`src/iacf_pkg.sv`:
```
`default_nettype none
package iacf_pkg;

	localparam int SENSOR_SLOTS = 8;
	localparam int CAL_SAMPLES  = 25;
	localparam int SLOT_W       = 3;
	localparam int IDX_W        = (SENSOR_SLOTS > 1) ? $clog2(SENSOR_SLOTS) : 1;
	localparam int PHASE_W      = 6;
	localparam int BIAS_W       = 22;
	localparam int STEP_W       = 5;
	localparam int SQRT_STEPS   = 32;
	localparam int CORDIC_STEPS = 30;

	localparam logic [PHASE_W-1:0] PHASE_LAST = PHASE_W'(CAL_SAMPLES);

	// bias = floor((sum*128 + N) / (2N)) via reciprocal and one correction
	localparam int          BIAS_DIV      = 2 * CAL_SAMPLES;
	localparam logic [29:0] BIAS_DIV_W    = 30'(BIAS_DIV);
	localparam logic [29:0] BIAS_RECIP    = 30'((64'd1 << 30) / BIAS_DIV);
	localparam logic [29:0] BIAS_ROUND    = 30'(CAL_SAMPLES);

	localparam logic [1:0] REG_ACCEL_WEIGHT = 2'd0;
	localparam logic [1:0] REG_BLEND_WEIGHT = 2'd1;
	localparam logic [1:0] REG_GYRO_SCALE   = 2'd2;

	localparam logic [15:0] ACCEL_WEIGHT_RST = 16'd45875;
	localparam logic [15:0] BLEND_WEIGHT_RST = 16'd19661;
	localparam logic [31:0] GYRO_SCALE_RST   = 32'd709486;

	typedef enum logic [3:0] {
		OP_NONE,
		OP_LOAD,
		OP_SQRT_INIT,
		OP_SQRT,
		OP_CORDIC_INIT,
		OP_CORDIC,
		OP_SEED,
		OP_CAL,
		OP_BIAS_MUL,
		OP_BIAS_FIX,
		OP_MIXA_MUL,
		OP_MIXA_SUM,
		OP_INC_MUL,
		OP_MIXB_MUL,
		OP_FINAL
	} op_t;

	typedef struct packed {
		op_t               op;
		logic [STEP_W-1:0] step;
	} cmd_t;

	typedef struct packed {
		logic slot_ok;
		logic unseeded;
		logic calib;
		logic cal_last;
	} stat_t;

	// atan(2^-i) in Q2.30
	function automatic logic [29:0] atan_entry(input logic [STEP_W-1:0] i);
		logic [29:0] v;
		unique case (i)
			5'd0:  v = 30'd843314857;
			5'd1:  v = 30'd497837829;
			5'd2:  v = 30'd263043837;
			5'd3:  v = 30'd133525159;
			5'd4:  v = 30'd67021687;
			5'd5:  v = 30'd33543516;
			5'd6:  v = 30'd16775851;
			5'd7:  v = 30'd8388437;
			5'd8:  v = 30'd4194283;
			5'd9:  v = 30'd2097149;
			5'd10: v = 30'd1048576;
			5'd11: v = 30'd524288;
			5'd12: v = 30'd262144;
			5'd13: v = 30'd131072;
			5'd14: v = 30'd65536;
			5'd15: v = 30'd32768;
			5'd16: v = 30'd16384;
			5'd17: v = 30'd8192;
			5'd18: v = 30'd4096;
			5'd19: v = 30'd2048;
			5'd20: v = 30'd1024;
			5'd21: v = 30'd512;
			5'd22: v = 30'd256;
			5'd23: v = 30'd128;
			5'd24: v = 30'd64;
			5'd25: v = 30'd32;
			5'd26: v = 30'd16;
			5'd27: v = 30'd8;
			5'd28: v = 30'd4;
			5'd29: v = 30'd2;
			default: v = 30'd0;
		endcase
		return v;
	endfunction

	function automatic logic signed [31:0] sat32(input logic signed [55:0] v);
		logic signed [31:0] r;
		if (v > 56'sd2147483647)
			r = 32'sh7fffffff;
		else if (v < -56'sd2147483648)
			r = 32'sh80000000;
		else
			r = v[31:0];
		return r;
	endfunction

endpackage
`default_nettype wire

```
`src/iacf_ctrl.sv`:
```
`default_nettype none
module iacf_ctrl (
	input  wire                 clk,
	input  wire                 arst_n,
	input  wire                 s_tvalid,
	output logic                s_tready,
	output logic                m_tvalid,
	input  wire                 m_tready,
	input  iacf_pkg::stat_t     stat,
	output iacf_pkg::cmd_t      cmd
);
	import iacf_pkg::*;

	typedef enum logic [3:0] {
		S_IDLE,
		S_LOAD,
		S_SQRT_INIT,
		S_SQRT,
		S_CORDIC_INIT,
		S_CORDIC,
		S_SEED,
		S_CAL,
		S_BIAS_MUL,
		S_BIAS_FIX,
		S_MIXA_MUL,
		S_MIXA_SUM,
		S_INC_MUL,
		S_MIXB_MUL,
		S_FINAL
	} state_t;

	state_t            state_q;
	logic [STEP_W-1:0] cnt_q;
	logic              run_q;
	logic              m_tvalid_q;
	logic              out_free;

	assign s_tready = (state_q == S_IDLE);
	assign m_tvalid = m_tvalid_q;
	assign out_free = !m_tvalid_q || m_tready;

	always_comb begin
		cmd.step = cnt_q;
		unique case (state_q)
			S_IDLE:        cmd.op = s_tvalid ? OP_LOAD : OP_NONE;
			S_LOAD:        cmd.op = OP_NONE;
			S_SQRT_INIT:   cmd.op = OP_SQRT_INIT;
			S_SQRT:        cmd.op = OP_SQRT;
			S_CORDIC_INIT: cmd.op = OP_CORDIC_INIT;
			S_CORDIC:      cmd.op = OP_CORDIC;
			S_SEED:        cmd.op = OP_SEED;
			S_CAL:         cmd.op = OP_CAL;
			S_BIAS_MUL:    cmd.op = OP_BIAS_MUL;
			S_BIAS_FIX:    cmd.op = OP_BIAS_FIX;
			S_MIXA_MUL:    cmd.op = OP_MIXA_MUL;
			S_MIXA_SUM:    cmd.op = OP_MIXA_SUM;
			S_INC_MUL:     cmd.op = OP_INC_MUL;
			S_MIXB_MUL:    cmd.op = OP_MIXB_MUL;
			S_FINAL:       cmd.op = out_free ? OP_FINAL : OP_NONE;
			default:       cmd.op = OP_NONE;
		endcase
	end

	always_ff @(posedge clk or negedge arst_n) begin
		if (!arst_n) begin
			state_q    <= S_IDLE;
			cnt_q      <= '0;
			run_q      <= 1'b0;
			m_tvalid_q <= 1'b0;
		end else begin
			if (state_q == S_FINAL && out_free)
				m_tvalid_q <= 1'b1;
			else if (m_tvalid_q && m_tready)
				m_tvalid_q <= 1'b0;
			unique case (state_q)
				S_IDLE: begin
					if (s_tvalid)
						state_q <= S_LOAD;
				end
				S_LOAD: begin
					priority if (!stat.slot_ok)
						state_q <= S_IDLE;
					else if (stat.unseeded) begin
						run_q   <= 1'b0;
						state_q <= S_SQRT_INIT;
					end else if (stat.calib)
						state_q <= S_CAL;
					else begin
						run_q   <= 1'b1;
						state_q <= S_SQRT_INIT;
					end
				end
				S_SQRT_INIT: begin
					cnt_q   <= '0;
					state_q <= S_SQRT;
				end
				S_SQRT: begin
					cnt_q <= cnt_q + 1'b1;
					if (cnt_q == STEP_W'(SQRT_STEPS - 1))
						state_q <= S_CORDIC_INIT;
				end
				S_CORDIC_INIT: begin
					cnt_q   <= '0;
					state_q <= S_CORDIC;
				end
				S_CORDIC: begin
					cnt_q <= cnt_q + 1'b1;
					if (cnt_q == STEP_W'(CORDIC_STEPS - 1))
						state_q <= run_q ? S_MIXA_MUL : S_SEED;
				end
				S_SEED:     state_q <= S_IDLE;
				S_CAL:      state_q <= stat.cal_last ? S_BIAS_MUL : S_IDLE;
				S_BIAS_MUL: state_q <= S_BIAS_FIX;
				S_BIAS_FIX: state_q <= S_IDLE;
				S_MIXA_MUL: state_q <= S_MIXA_SUM;
				S_MIXA_SUM: state_q <= S_INC_MUL;
				S_INC_MUL:  state_q <= S_MIXB_MUL;
				S_MIXB_MUL: state_q <= S_FINAL;
				S_FINAL: begin
					if (out_free)
						state_q <= S_IDLE;
				end
				default: state_q <= S_IDLE;
			endcase
		end
	end

endmodule
`default_nettype wire

```
`config.mk`:
```
export PLATFORM = sky130hd
export DESIGN_NAME = iacf_ctrl
export DESIGN_NICKNAME = d
export VERILOG_FILES = /design/src/iacf_pkg.sv /design/src/iacf_ctrl.sv
export SDC_FILE = /design/constraint.sdc
export NUM_CORES = 1
export LEC_CHECK = 0
export BUFFER_PORTS_ARGS = -buffer_cell sky130_fd_sc_hd__buf_2
export CELL_PAD_IN_SITES_DETAIL_PLACEMENT = 1
export CELL_PAD_IN_SITES_GLOBAL_PLACEMENT = 2
export CORE_MARGIN = 2
export CORE_UTILIZATION = 34
export CTS_BUF_LIST = sky130_fd_sc_hd__clkbuf_8
export CTS_CLUSTER_SIZE = 24
export DETAILED_ROUTE_END_ITERATION = 16
export PLACE_DENSITY = 0.93
export SYNTH_ARGS = -nofsm -noshare
export SYNTH_HDL_FRONTEND = slang
export SYNTH_SLANG_ARGS = --single-unit
export TNS_END_PERCENT = 5
```
`constraint.sdc`:
```
create_clock -name clk -period 6.35 [get_ports clk]
set_clock_uncertainty 0.1 [all_clocks]
set_input_delay 1.27 -clock clk [delete_from_list [all_inputs] [get_ports clk]]
set_output_delay 1.27 -clock clk [all_outputs]
set_load 0.02 [all_outputs]
```
# After elaboration in Yosys (flattened, before gate mapping)
# Index checks and enable logic that the tools add are counted.
# totals
elab_cells	55
reg_bits	11
latchBits	0
ramBits	0
memories	0
mem_bits_ro	0
output_inout_bits	11
# classes
reduce_logical	11
bitwise	0
n_mul	0
order_cmp	0
shift	0
eq_ne	21
div	0
muxes	18
n_addsub	1
# op_table
cell	n
4-bit case mux with 14 select lines	1
4-bit case mux with 13 select lines	1
4-bit == test, second input constant	7
4-bit 2-to-1 mux	7
4-bit by 3-bit == test with 1-bit output, second input constant	4
5-bit == test, second input constant	2
5-bit case mux with 2 select lines	1
3-bit 2-to-1 mux	3
4-bit by 2-bit == test with 1-bit output, second input constant	2
2-bit != test, second input constant	4
5-bit by 1-bit adder with 5-bit output, second input constant	1
1-bit 2-to-1 mux	5
4-bit by 1-bit == test with 1-bit output, second input constant	1
4-bit logical NOT	1
4-bit AND reduction	1
2-bit nonzero test	2
2-bit OR reduction	2
3-bit AND reduction	1
1-bit logical AND	2
2-bit by 1-bit != test with 1-bit output, second input constant	1
1-bit logical NOT	1
1-bit logical OR	1

# Depth between registers and ports, before layout
# logic_depth
word_depth	4
ltp_mapped	7

# Worst setup path after synthesis
# Ideal clock, no wire load.
# synth_path
path_type	input port to output port
from	in m_tready
to	out cmd[6] (netlist name)
slack_ps	2984
stages	4
arrival_time_ps	1996
cell_sequence	nand2b_1 > nor2b_1 > nor2_1 > a21oi_1
# synth_lines
element	line	text
start, declared	iacf_ctrl.sv:8	input wire m_tready,
end, declared	iacf_ctrl.sv:10	output iacf_pkg::cmd_t cmd

==> reports/summary.txt <==
Chip Height -> 52.4 um
syn nets -> 105
Synth Instances -> 94
Critical Path AT -> 2.13 ns
switching fraction of total power -> 0.486
delay of the slowest critical-path stage -> 0.18 ns
CP startpoint -> m_tready
# Max-Cap Violations -> 0
worst endpoint required time -> 4.98 ns
I/O pin total -> 19
total die area -> 2740 um2
CTS-repair resized insts -> 0
GRT Total Usage -> 0.166
VDD IR max -> 0.000240 V
Syn Area/Cell -> 8.47 um2
antenna violations before repair -> 0
placed wire-length estimate -> 1510 um
CTS sink cnt -> 11
RSZ-0062 raised after global routing -> false
Critical path destination -> cmd[7]
Min Hold Slack -> 0.450 ns
Residual DRC -> 0
Max Buffers Root-to-Sink -> 2
endpoints failing setup -> 0
Reg2Reg Setup Slack -> 4.11 ns
vias in the first global route -> 749
Hold Crit Depth -> 2
R2R Path End -> state_q[0]
Worst-Margin Slew -> 0.543 ns
layout cells sized above 1 -> 0.243
Core Area -> 2210 um2
Seq/Total Area, Yosys -> 0.346
vias per cell -> 5.48
Layout area overhead -> 17.6%
Distinct cells, synth -> 37
Util after Layout -> 0.423
TritonCTS buffer count -> 3
worst reg2reg startpoint -> cnt_q[0]
status -> completed
min Tclk post-route -> 3.50 ns
CTS tree -> yes
top cells by area, synth -> dfrtp_1 (35%), nand2_1 (5.2%), ha_1 (4.7%)
Detailed Route WL -> 1960 um
Final period util -> 0.552
R2R depth -> 7
final net count -> 123
Fmax achieved -> 286 MHz
WL per Instance -> 14.1 um
hold_sp -> m_tvalid
Fin. Hold Viols -> 0
Placed Area -> 891 um2
Int Pwr -> 243 uW
H-tree depth -> 1
number of synthesis warnings -> 0
combinational power share -> 0.529
GRT overflow -> 0
most frequent cell on the critical path -> buf_2
clk_lat worst skew -> 0.24 ns
DIE WIDTH -> 52.4 um
Root Buffer -> clkbuf_8
Clock Power Share -> 0.145
sequential power share -> 0.325
site row count -> 17
DR pass1 iterations -> 4
#FFs+latches synth -> 11
cell breakdown of the critical path -> buf_2, nand2b_1, nor2b_1, nor2_1, a21oi_1, buf_2
Antenna Cells -> 0
setup tns final -> 0 ns
first-pass GRT wire length -> 3380 um
Crit Path Max Fanout -> 4
via count -> 762
CTS Hold Buffers Added -> 0
slew margin rel. -> 0.638
starting density of the core -> 0.360
placer congestion estimate -> 0.806
static leakage -> 0.000470 uW
Synth area leader -> dfrtp_1
antenna-violating nets left -> 0
mapped cell area -> 796 um2
Port Buffers -> 18
startpoint types -> input port
largest net degree at the start of global routing -> 19
crit path kind -> input port to output pin
Setup crit end kind -> output pin
Hold Crit Class -> flip-flop to flip-flop
Final Max Tran Viols -> 0
Power Dens Cells -> 506 nW/um2
post-route design area -> 936 um2
Synth top area share -> 0.346
detailed router's first-iteration violation count -> 15
sw power -> 230 uW
Reg clk slew, reported paths -> 0.05 ns
Post-CTS Setup Repair Bufs -> 0
Slowest-stage cell, CP -> buf_2
[layout make-up]
type / instances / area [um2]
well taps: 28 / 35.0
multi-input cells: 71 / 464
inverters: 7 / 26.3
flip-flops and latches: 11 / 275
clock inverters: 1 / 3.75
fillers: 282 / 1280
clock buffers: 3 / 41.3
repair buffers: 18 / 90.1
[sequential cells by signal, indices dropped and copies added (netlist names)]
signal / flops
cnt_q: 5
state_q: 4
m_tvalid: 1
run_q: 1
[per-layer routing]
metal,track usage,share of wire
met1,0.215,0.45
met2,0.277,0.50
met3,0.0429,0.050
met4,0.0385,0
met5,0,0
[Yosys cell counts]
| cell type | n |
|---|---|
| buf_2 | 3 |
| mux2i_1 | 1 |
| buf_6 | 1 |
| a311oi_1 | 1 |
| or2_2 | 1 |
| o22ai_1 | 1 |
| o41ai_1 | 1 |
| a32o_2 | 1 |
| or2_1 | 1 |
| a32oi_1 | 1 |
| nor2b_4 | 1 |
| a32o_1 | 1 |
| o2bb2ai_1 | 2 |
| nand4_1 | 1 |
| nand3_1 | 3 |
| nor2b_1 | 2 |
| dfrtp_1 | 11 |
| nand2_1 | 11 |
| a22o_1 | 2 |
| nand2b_1 | 4 |
| and3_1 | 4 |
| a31oi_1 | 3 |
| xor2_1 | 1 |
| a211oi_1 | 1 |
| nor2_1 | 5 |
| ha_1 | 3 |
| o21bai_2 | 1 |
| o21ai_0 | 6 |
| inv_1 | 7 |
| a21oi_1 | 6 |
| nand4b_1 | 1 |
| or4_4 | 1 |
| nor3_1 | 1 |
| o21ai_1 | 1 |
| and3b_1 | 1 |
| nor4_2 | 1 |
| clkbuf_1 | 1 |
[stage by stage]
step / cells / worst slack [ns] / total power (uW)
2_1_floorplan: 94 / 2.98 / 346
3_3_place_gp: 135 / 2.88 / 403
3_5_place_dp: 135 / 2.85 / 409
4_1_cts: 139 / 2.85 / 482
5_1_grt: 139 / 2.75 / 518
6_report: 139 / 2.85 / 474
[worst max-delay path: cells and delay by family]
kind            cells  cell delay (ns)
buf+inv             2             0.27
compound gates      1             0.08
simple gates        3             0.50
[power by group through the flow]
| stage | logic, uW | clock network, uW | registers (uW) |
|---|---|---|---|
| 2_1_floorplan | 222 | 0 | 125 |
| 3_3_place_gp | 247 | 0 | 155 |
| 3_5_place_dp | 253 | 0 | 156 |
| 4_1_cts | 254 | 72.5 | 155 |
| 5_1_grt | 281 | 75.5 | 161 |
| 6_report | 251 | 68.9 | 154 |
[cells in the final DEF (no fill, tap or decap), types with 2 or more instances in the layout]
cell,count
a21oi_1,6
nand3_1,3
a31oi_1,3
a22o_1,2
clkbuf_8,3
nand2_1,11
nor2b_1,2
o21ai_0,6
nand2b_1,4
dfrtp_1,11
buf_2,18
ha_1,3
nor2_1,5
o2bb2ai_1,2
inv_1,8
and3_1,4
[worst min-delay path by stage]
stage and to:
4_1_cts m_tvalid, 5_1_grt m_tvalid, 3_5_place_dp m_tvalid, 3_3_place_gp m_tvalid
6_report m_tvalid, 2_1_floorplan run_q
[cells by family (layout without fill, tap and decap cells)]
kind of cell / count (synthesis) / after routing / synth area share
and+or+nand+nor: 38 / 38 / 0.272
AOI/OAI and AO/OA: 28 / 28 / 0.241
buffers and inverters: 12 / 29 / 0.0707
DFF: 11 / 11 / 0.346
adders and majority gates: 3 / 3 / 0.0472
xor gates and xnor gates: 1 / 1 / 0.0110
muxes: 1 / 1 / 0.0126
(Power assumes the default switching activity.)
